[src/sv/ctcp_pkg.sv]
// ----------------------------------------------------------------------------
// Contrast text color picker package
// Shared types, constants and helpers of the contrast text color picker.
// ----------------------------------------------------------------------------
package ctcp_pkg;

	localparam int LIN_FRAC_BITS_DEF = 16;
	localparam int COLOR_W           = 24;
	localparam int CFG_IDX_W         = 8;

	// Luminance weights in Q0.16; they sum to one.
	localparam logic [15:0] W_RED   = 16'd13933;
	localparam logic [15:0] W_GREEN = 16'd46871;
	localparam logic [15:0] W_BLUE  = 16'd4732;
	localparam logic [15:0] W_ROUND = 16'd32768;

	localparam logic [COLOR_W-1:0] DARK_RESET  = 24'h000000;
	localparam logic [COLOR_W-1:0] LIGHT_RESET = 24'hFFFFFF;

	// Configuration register indexes.
	localparam logic [CFG_IDX_W-1:0] REG_DARK_TEXT  = 8'd0;
	localparam logic [CFG_IDX_W-1:0] REG_LIGHT_TEXT = 8'd1;

	typedef struct packed {
		logic               is_tram_badge;
		logic [COLOR_W-1:0] accent_color;
	} ctcp_in_t;

	typedef struct packed {
		logic [15:0] text_color_565;
		logic        picked_light;
	} ctcp_out_t;

	// Stage enables of the luminance pipeline.
	typedef struct packed {
		logic s1;
		logic s2;
		logic s3;
	} ctcp_lum_en_t;

	// Stage enables of the contrast compare pipeline.
	typedef struct packed {
		logic s4;
		logic s5;
	} ctcp_cmp_en_t;

	function automatic logic [15:0] pack565(input logic [COLOR_W-1:0] rgb);
		return {rgb[23:19], rgb[15:10], rgb[7:3]};
	endfunction

endpackage

[src/sv/ctcp_cmp.sv]
// ----------------------------------------------------------------------------
// Contrast compare pipeline
// Orders each candidate's luminance against the background, adds the flare
// offset and forms the two cross products of the contrast ratios.
// ----------------------------------------------------------------------------
module ctcp_cmp #(
	parameter int LIN_FRAC_BITS = ctcp_pkg::LIN_FRAC_BITS_DEF
) (
	input  logic                       clk,
	input  ctcp_pkg::ctcp_cmp_en_t     en,
	input  logic [LIN_FRAC_BITS:0]     lum_bg,
	input  logic [LIN_FRAC_BITS:0]     lum_dark,
	input  logic [LIN_FRAC_BITS:0]     lum_light,
	output logic [2*LIN_FRAC_BITS+1:0] cross_dark,
	output logic [2*LIN_FRAC_BITS+1:0] cross_light
);
	import ctcp_pkg::*;

	localparam int LinW = LIN_FRAC_BITS + 1;
	localparam int PW   = 2 * LinW;
	localparam logic [LinW-1:0] Offset = LinW'(((1 << LIN_FRAC_BITS) + 10) / 20);

	logic [LinW-1:0] max_d, min_d, max_l, min_l;
	logic [LinW-1:0] max_d_s4, min_d_s4, max_l_s4, min_l_s4;
	logic [PW-1:0]   cross_dark_s5, cross_light_s5;

	always_comb begin
		max_d = (lum_bg > lum_dark) ? lum_bg : lum_dark;
		min_d = (lum_bg > lum_dark) ? lum_dark : lum_bg;
		max_l = (lum_bg > lum_light) ? lum_bg : lum_light;
		min_l = (lum_bg > lum_light) ? lum_light : lum_bg;
	end

	// Luminance is at most one, so the offset sum still fits in LinW bits.
	always_ff @(posedge clk) begin
		if (en.s4) begin
			max_d_s4 <= max_d + Offset;
			min_d_s4 <= min_d + Offset;
			max_l_s4 <= max_l + Offset;
			min_l_s4 <= min_l + Offset;
		end
	end

	always_ff @(posedge clk) begin
		if (en.s5) begin
			cross_dark_s5  <= PW'(max_d_s4) * PW'(min_l_s4);
			cross_light_s5 <= PW'(max_l_s4) * PW'(min_d_s4);
		end
	end

	assign cross_dark  = cross_dark_s5;
	assign cross_light = cross_light_s5;

endmodule

[config.mk]
export PLATFORM = sky130hd
export DESIGN_NAME = ctcp_cmp
export DESIGN_NICKNAME = d
export VERILOG_FILES = /design/src/sv/ctcp_pkg.sv /design/src/sv/ctcp_cmp.sv
export SDC_FILE = /design/constraint.sdc
export NUM_CORES = 2
export LEC_CHECK = 0
export BUFFER_PORTS_ARGS = -buffer_cell sky130_fd_sc_hd__clkbuf_2
export CAP_MARGIN = 5
export CORE_ASPECT_RATIO = 1.1
export CORE_MARGIN = 2
export CORE_UTILIZATION = 58
export CTS_CLUSTER_DIAMETER = 200
export DETAILED_ROUTE_END_ITERATION = 10
export PLACE_DENSITY_LB_ADDON = 0.15
export SYNTH_ARGS = -nofsm -noshare
export SYNTH_HDL_FRONTEND = slang
export SYNTH_SLANG_ARGS = --single-unit
[constraint.sdc]
create_clock -name clk -period 7.91 [get_ports clk]
set_input_delay 0.791 -clock clk [delete_from_list [all_inputs] [get_ports clk]]
set_output_delay 0.791 -clock clk [all_outputs]
set_load 0.01 [all_outputs]
* Yosys cells after proc, flatten, opt, wreduce, memory -nomap -nowiden
Index checks and enable logic that the tools add are counted. W data, S select, Z words.
Cells by class: multiplexer cells 4, add/sub/neg operators 4, multiply operators 2, magnitude comparators 2
Operators with widths (count):
- $add A17 B12 Y17 const B | 4
- $mul A17 B17 Y34 | 2
- $mux W17 | 4
- $gt A17 B17 Y1 | 2
Storage, ports and cells: register bits after elaboration 136

* Depth between registers and ports, before layout
word-level depth 3, gate-level depth with buffers 25

* Worst setup path after synthesis
No wires, ideal clock.
path type register to register, from reg max_l_s4[10], to reg cross_light_s5[33], in the netlist cross_light[33] (data pin), slack 1.633 ns, arrival time 6.017 ns, data required time 7.650 ns, cell stages (with the launch flop) 23, path buffers 1, cells stage by stage edfxtp_1 -> clkbuf_1 -> nand2_1 -> fa_1 -> fa_1 -> fa_1 -> fa_1 -> inv_1 -> fa_1 -> inv_1 -> fa_1 -> inv_1 -> ha_1 -> and3_1 -> a221o_1 -> a31oi_2 -> o21ai_2 -> a31oi_1 -> o31ai_1 -> o31a_1 -> o21a_1 -> nor2_1 -> xnor2_1
Between the ends: word-level cells in the longest chain between the ends 1
RTL lines:
- start: declaration | line ctcp_cmp.sv:24 | logic [LinW-1:0] max_d_s4, min_d_s4, max_l_s4, min_l_s4;
- start signal: assignment | line ctcp_cmp.sv:39 | max_l_s4 <= max_l + Offset;
- $mul A17 B17 Y34 | line ctcp_cmp.sv:47 | cross_light_s5 <= PW'(max_l_s4) * PW'(min_d_s4);
- end signal: assignment | line ctcp_cmp.sv:47
- end: declaration | line ctcp_cmp.sv:25 | logic [PW-1:0] cross_dark_s5, cross_light_s5;
Every way passes these cells. A chain may end at the register's enable or synchronous reset.

* Final worst setup path
from reg max_d_s4[10], to reg cross_dark_s5[33], in the netlist cross_dark[33] (data pin)
Between the ends: word-level cells in the longest chain between the ends 1
RTL lines:
- start: declaration | line ctcp_cmp.sv:24
- start signal: assignment | line ctcp_cmp.sv:37 | max_d_s4 <= max_d + Offset;
- $mul A17 B17 Y34 | line ctcp_cmp.sv:46 | cross_dark_s5 <= PW'(max_d_s4) * PW'(min_l_s4);
- end signal: assignment | line ctcp_cmp.sv:46
- end: declaration | line ctcp_cmp.sv:25
Every way passes these cells.

==> run_results.csv <==
group,metric,value,unit
run_status,run_status,"finished, final reports clean",
timing,rsz0062_at_grt,"no",
timing,finalSetupViolCount,0,
grt,grt_overflow_total,0,
drt,dr_total_vias,18864,
yosys,netlist_top_cells_area,"sky130_fd_sc_hd__fa_1 (34%), sky130_fd_sc_hd__edfxtp_1 (16%), sky130_fd_sc_hd__ha_1 (12%), sky130_fd_sc_hd__inv_1 (8.5%), sky130_fd_sc_hd__and2_1 (6.0%)",
grt,pin_count_of_the_biggest_net_entering_global_routing,69,
setup_path,worstSetupEndpointType,"flop",
timing,slew_headroom,27.2,%
clock_tree,cts.repair_timing.setup_buffer_count,0,
setup_path,crit_start,"max_d_s4[10]$_DFFE_PP_",
floorplanning,core.rowCount,81,
clock_tree,clock_transition_at_the_registers_of_the_reported_paths,0.06,ns
floorplanning,initial_standard_cell_utilization_of_the_core,58.8,%
drt,drt_drc_violations_left,0,
yosys,count_of_state_elements_after_synthesis,136,
yosys,synthDominantCellAreaShare,34.3,%
clock_tree,tritoncts,"done",
timing,slew_viols_final,0,
yosys,most_frequently_used_cell_type_in_the_post_synthesis_netlist,"sky130_fd_sc_hd__inv_1",
place,placedInstanceArea,27200,um2
yosys,synth_top_cells_by_count,"sky130_fd_sc_hd__inv_1 (590), sky130_fd_sc_hd__fa_1 (448), sky130_fd_sc_hd__nand2_1 (403), sky130_fd_sc_hd__ha_1 (254), sky130_fd_sc_hd__and2_1 (251)",
setup_path,crit_path_start_kind,"flop",
setup_path,critical_path_peak_fanout,17,
clock_tree,cts.root.buffer_cell,"sky130_fd_sc_hd__clkbuf_16",
grt,vias_in_the_first_global_route,20064,
drt,antenna_violation_net_count_after_detailed_routing,0,
timing,min_period,7.54,ns
yosys,ys_seq_area_share,15.6,%
setup_path,critPathRequiredTime,8.11,ns
yosys,distinct_cell_type_count_of_the_synthesized_netlist,81,
setup_path,worstReg2RegStart,"max_d_s4[10]$_DFFE_PP_",
setup_path,timing.critical_path.slowest_cell_delay,0.94,ns
grt,grt_pass1_wl,103000,um
final_layout,fin_nets,3599,
grt,track_usage,28.6,%
grt,gr-usage-met3,4.83,%
yosys,syn_warnings,0,
final_layout,ratio_of_cells_with_drive_above_1_in_the_final_layout,7.04,%
yosys,ys.flop_type,"sky130_fd_sc_hd__edfxtp_1",
grt,most_used_routing_layer,"met2",
clock_tree,cts_resized,0,
grt,number_of_antenna_violations_at_the_first_check_in_global_routing,11,
timing,timing.final.crit_share,95.3,%
place,portBuffers,121,
floorplanning,die_h,227,um
place,final_weighted_congestion_of_routability_driven_global_placement,0.909,
setup_path,critPathKind,"flop to flop",
setup_path,path_cells,"nand2_1 > fa_1 > fa_1 > inv_1 > fa_1 > inv_1 > fa_1 > inv_1 > fa_1 > inv_1 > fa_1 > inv_1 > ha_1 > a21oi_1 > o22ai_1 > a21oi_1 > nor3_1 > a2111oi_0 > buf_4 > o41a_1 > o21ai_1 > nand2_1 > o21ai_1 > xnor2_1",
clock_tree,cts_buffers,17,
drt,route.detailed.vias_per_inst,5.48,
setup_path,worstRegToRegCells,24,
drt,drt_pass1_iterations,5,
clock_tree,holdBufCountCts,0,
clock_tree,clock_sinks,136,
yosys,synth-async-reset-ratio,0,%
floorplanning,die_x,206,um
yosys,yosys.area.top_type,"sky130_fd_sc_hd__fa_1",
floorplanning,floorplan.io_pins,122,
final_layout,fin_util,62.4,%
timing,final_hold_violations,0,
final_layout,fillers,3743,
timing,timing.fmax,133,MHz
timing,final_critical_path_setup_slack,0.371,ns
min_path,worst_hold_stages,1,
grt,gr-usage-met1,39.1,%
yosys,post_synthesis_net_count,3542,
yosys,synthesis.area,26100,um2
setup_path,most_common_cell_on_crit_path,"sky130_fd_sc_hd__fa_1",
yosys,post_synth_inst_count,2786,
drt,drt_iter0_markers,1302,
min_path,hold_start,"en[0]",
timing,worst-slew-pin-transition,1.06,ns
final_layout,syn_to_final_growth,6.22,%
clock_tree,clock_insertion_delay_worst_skew,0.46,ns
job,max-cap-violations,0,
setup_path,cp.arrival,7.74,ns
min_path,min-delay-path-class,"input pin to flop",
yosys,synth_edf_count,136,
place,dpl.hpwl,49700,um
timing,setup_tns,0,ns
floorplanning,floorplan.die_area,46800,um2
clock_tree,clk_path_buf_depth,2,
place,pre_cts_slack,0.499,ns
setup_path,crit_path_top_delay_cell,"sky130_fd_sc_hd__a2111oi_0",
drt,wl,62600,um
final_layout,postLayoutCellArea,27800,um2
floorplanning,core_area,44500,um2
timing,clock-skew-final,0.0151,ns
drt,routed_wire_length_per_instance,18.2,um
grt,grt.met2_usage,46.7,%
yosys,post_synth.cell_area_avg,9.38,um2
clock_tree,htree_levels,4,
-- stage by stage --
stage               hold slack, ns  cells
finish                       0.710   3440
floorplan                    0.611   2786
detailed placement            1.04   3405
CTS                          0.692   3436
global route                 0.704   3437
global placement              1.05   3405
-- layout make-up --
| cell class | instances | area (um2) | share of cell area [%] |
|---|---|---|---|
| clock inverters | 12 | 154 | 0.554 |
| inverters | 590 | 2210 | 7.98 |
| flip-flops and latches | 136 | 4080 | 14.7 |
| repair buffers | 132 | 691 | 2.49 |
| multi-input cells | 1966 | 19500 | 70.1 |
| clock buffers | 19 | 433 | 1.56 |
| well taps | 581 | 727 | 2.62 |
| diodes | 4 | 10.0 | 0.0361 |
-- path summary, 6_finish.rpt --
path                               endpoint  slack, ns
setup reg to reg   cross_dark[33]$_DFFE_PP_       0.37
hold / removal    cross_light[31]$_DFFE_PP_       0.71
hold reg to reg    cross_light[0]$_DFFE_PP_       1.07
setup / recovery   cross_dark[33]$_DFFE_PP_       0.37
-- registers in the layout (all words and copies together), names as in the netlist --
register	count
cross_dark	34
min_d_s4	17
min_l_s4	17
max_l_s4	17
max_d_s4	17
cross_light	34
-- per-layer routing --
layer  routed length (um)  vias to the layer above
li1                     -                     8701
met1                27300                     9545
met2                29900                      502
met3                 3490                      100
met4                 1690                       16
met5                  100                        -
-- cells in the final DEF, fill, tap and decap left out, types with 8 or more instances in the layout --
cell | synthesis | layout
sky130_fd_sc_hd__a21oi_1 | 84 | 84
sky130_fd_sc_hd__nor3_1 | 17 | 17
sky130_fd_sc_hd__inv_1 | 590 | 590
sky130_fd_sc_hd__a21o_1 | 33 | 33
sky130_fd_sc_hd__fa_1 | 448 | 448
sky130_fd_sc_hd__buf_4 | 1 | 12
sky130_fd_sc_hd__o21bai_1 | 8 | 8
sky130_fd_sc_hd__nor2_1 | 88 | 88
sky130_fd_sc_hd__clkbuf_16 | 0 | 17
sky130_fd_sc_hd__a211oi_1 | 8 | 8
sky130_fd_sc_hd__o21ai_0 | 42 | 42
sky130_fd_sc_hd__o21ai_1 | 12 | 12
sky130_fd_sc_hd__and3_1 | 10 | 10
sky130_fd_sc_hd__ha_1 | 254 | 254
sky130_fd_sc_hd__xnor2_1 | 88 | 88
sky130_fd_sc_hd__xor2_1 | 33 | 33
sky130_fd_sc_hd__mux2i_1 | 41 | 41
sky130_fd_sc_hd__nand3_1 | 22 | 22
sky130_fd_sc_hd__and2_1 | 251 | 251
sky130_fd_sc_hd__clkbuf_2 | 1 | 120
sky130_fd_sc_hd__edfxtp_1 | 136 | 136
sky130_fd_sc_hd__o21a_1 | 14 | 13
sky130_fd_sc_hd__nand2_1 | 403 | 403
-- logic make-up after synthesis --
| kind of cell | count (synthesis) | share of synthesized area [%] |
|---|---|---|
| adders and majority gates | 702 | 46.5 |
| muxes | 50 | 2.02 |
| and+or+nand+nor | 835 | 15.2 |
| DFF | 136 | 15.6 |
| buffers and inverters | 684 | 10.0 |
| xor gates and xnor gates | 121 | 4.05 |
| AOI/OAI and AO/OA | 258 | 6.63 |
-- critical path: cells and delay by family, from the launching register on --
kind	cells	cell delay, ns
buf+inv	6	0.49
compound gates	7	2.07
flops	1	0.81
simple gates	3	0.39
fa+ha+maj	7	3.41
xor+xnor	1	0.13
Power is left out: the tool's default activity adds up to more than one toggle a clock period on the data nets, which glitch-free logic cannot reach.
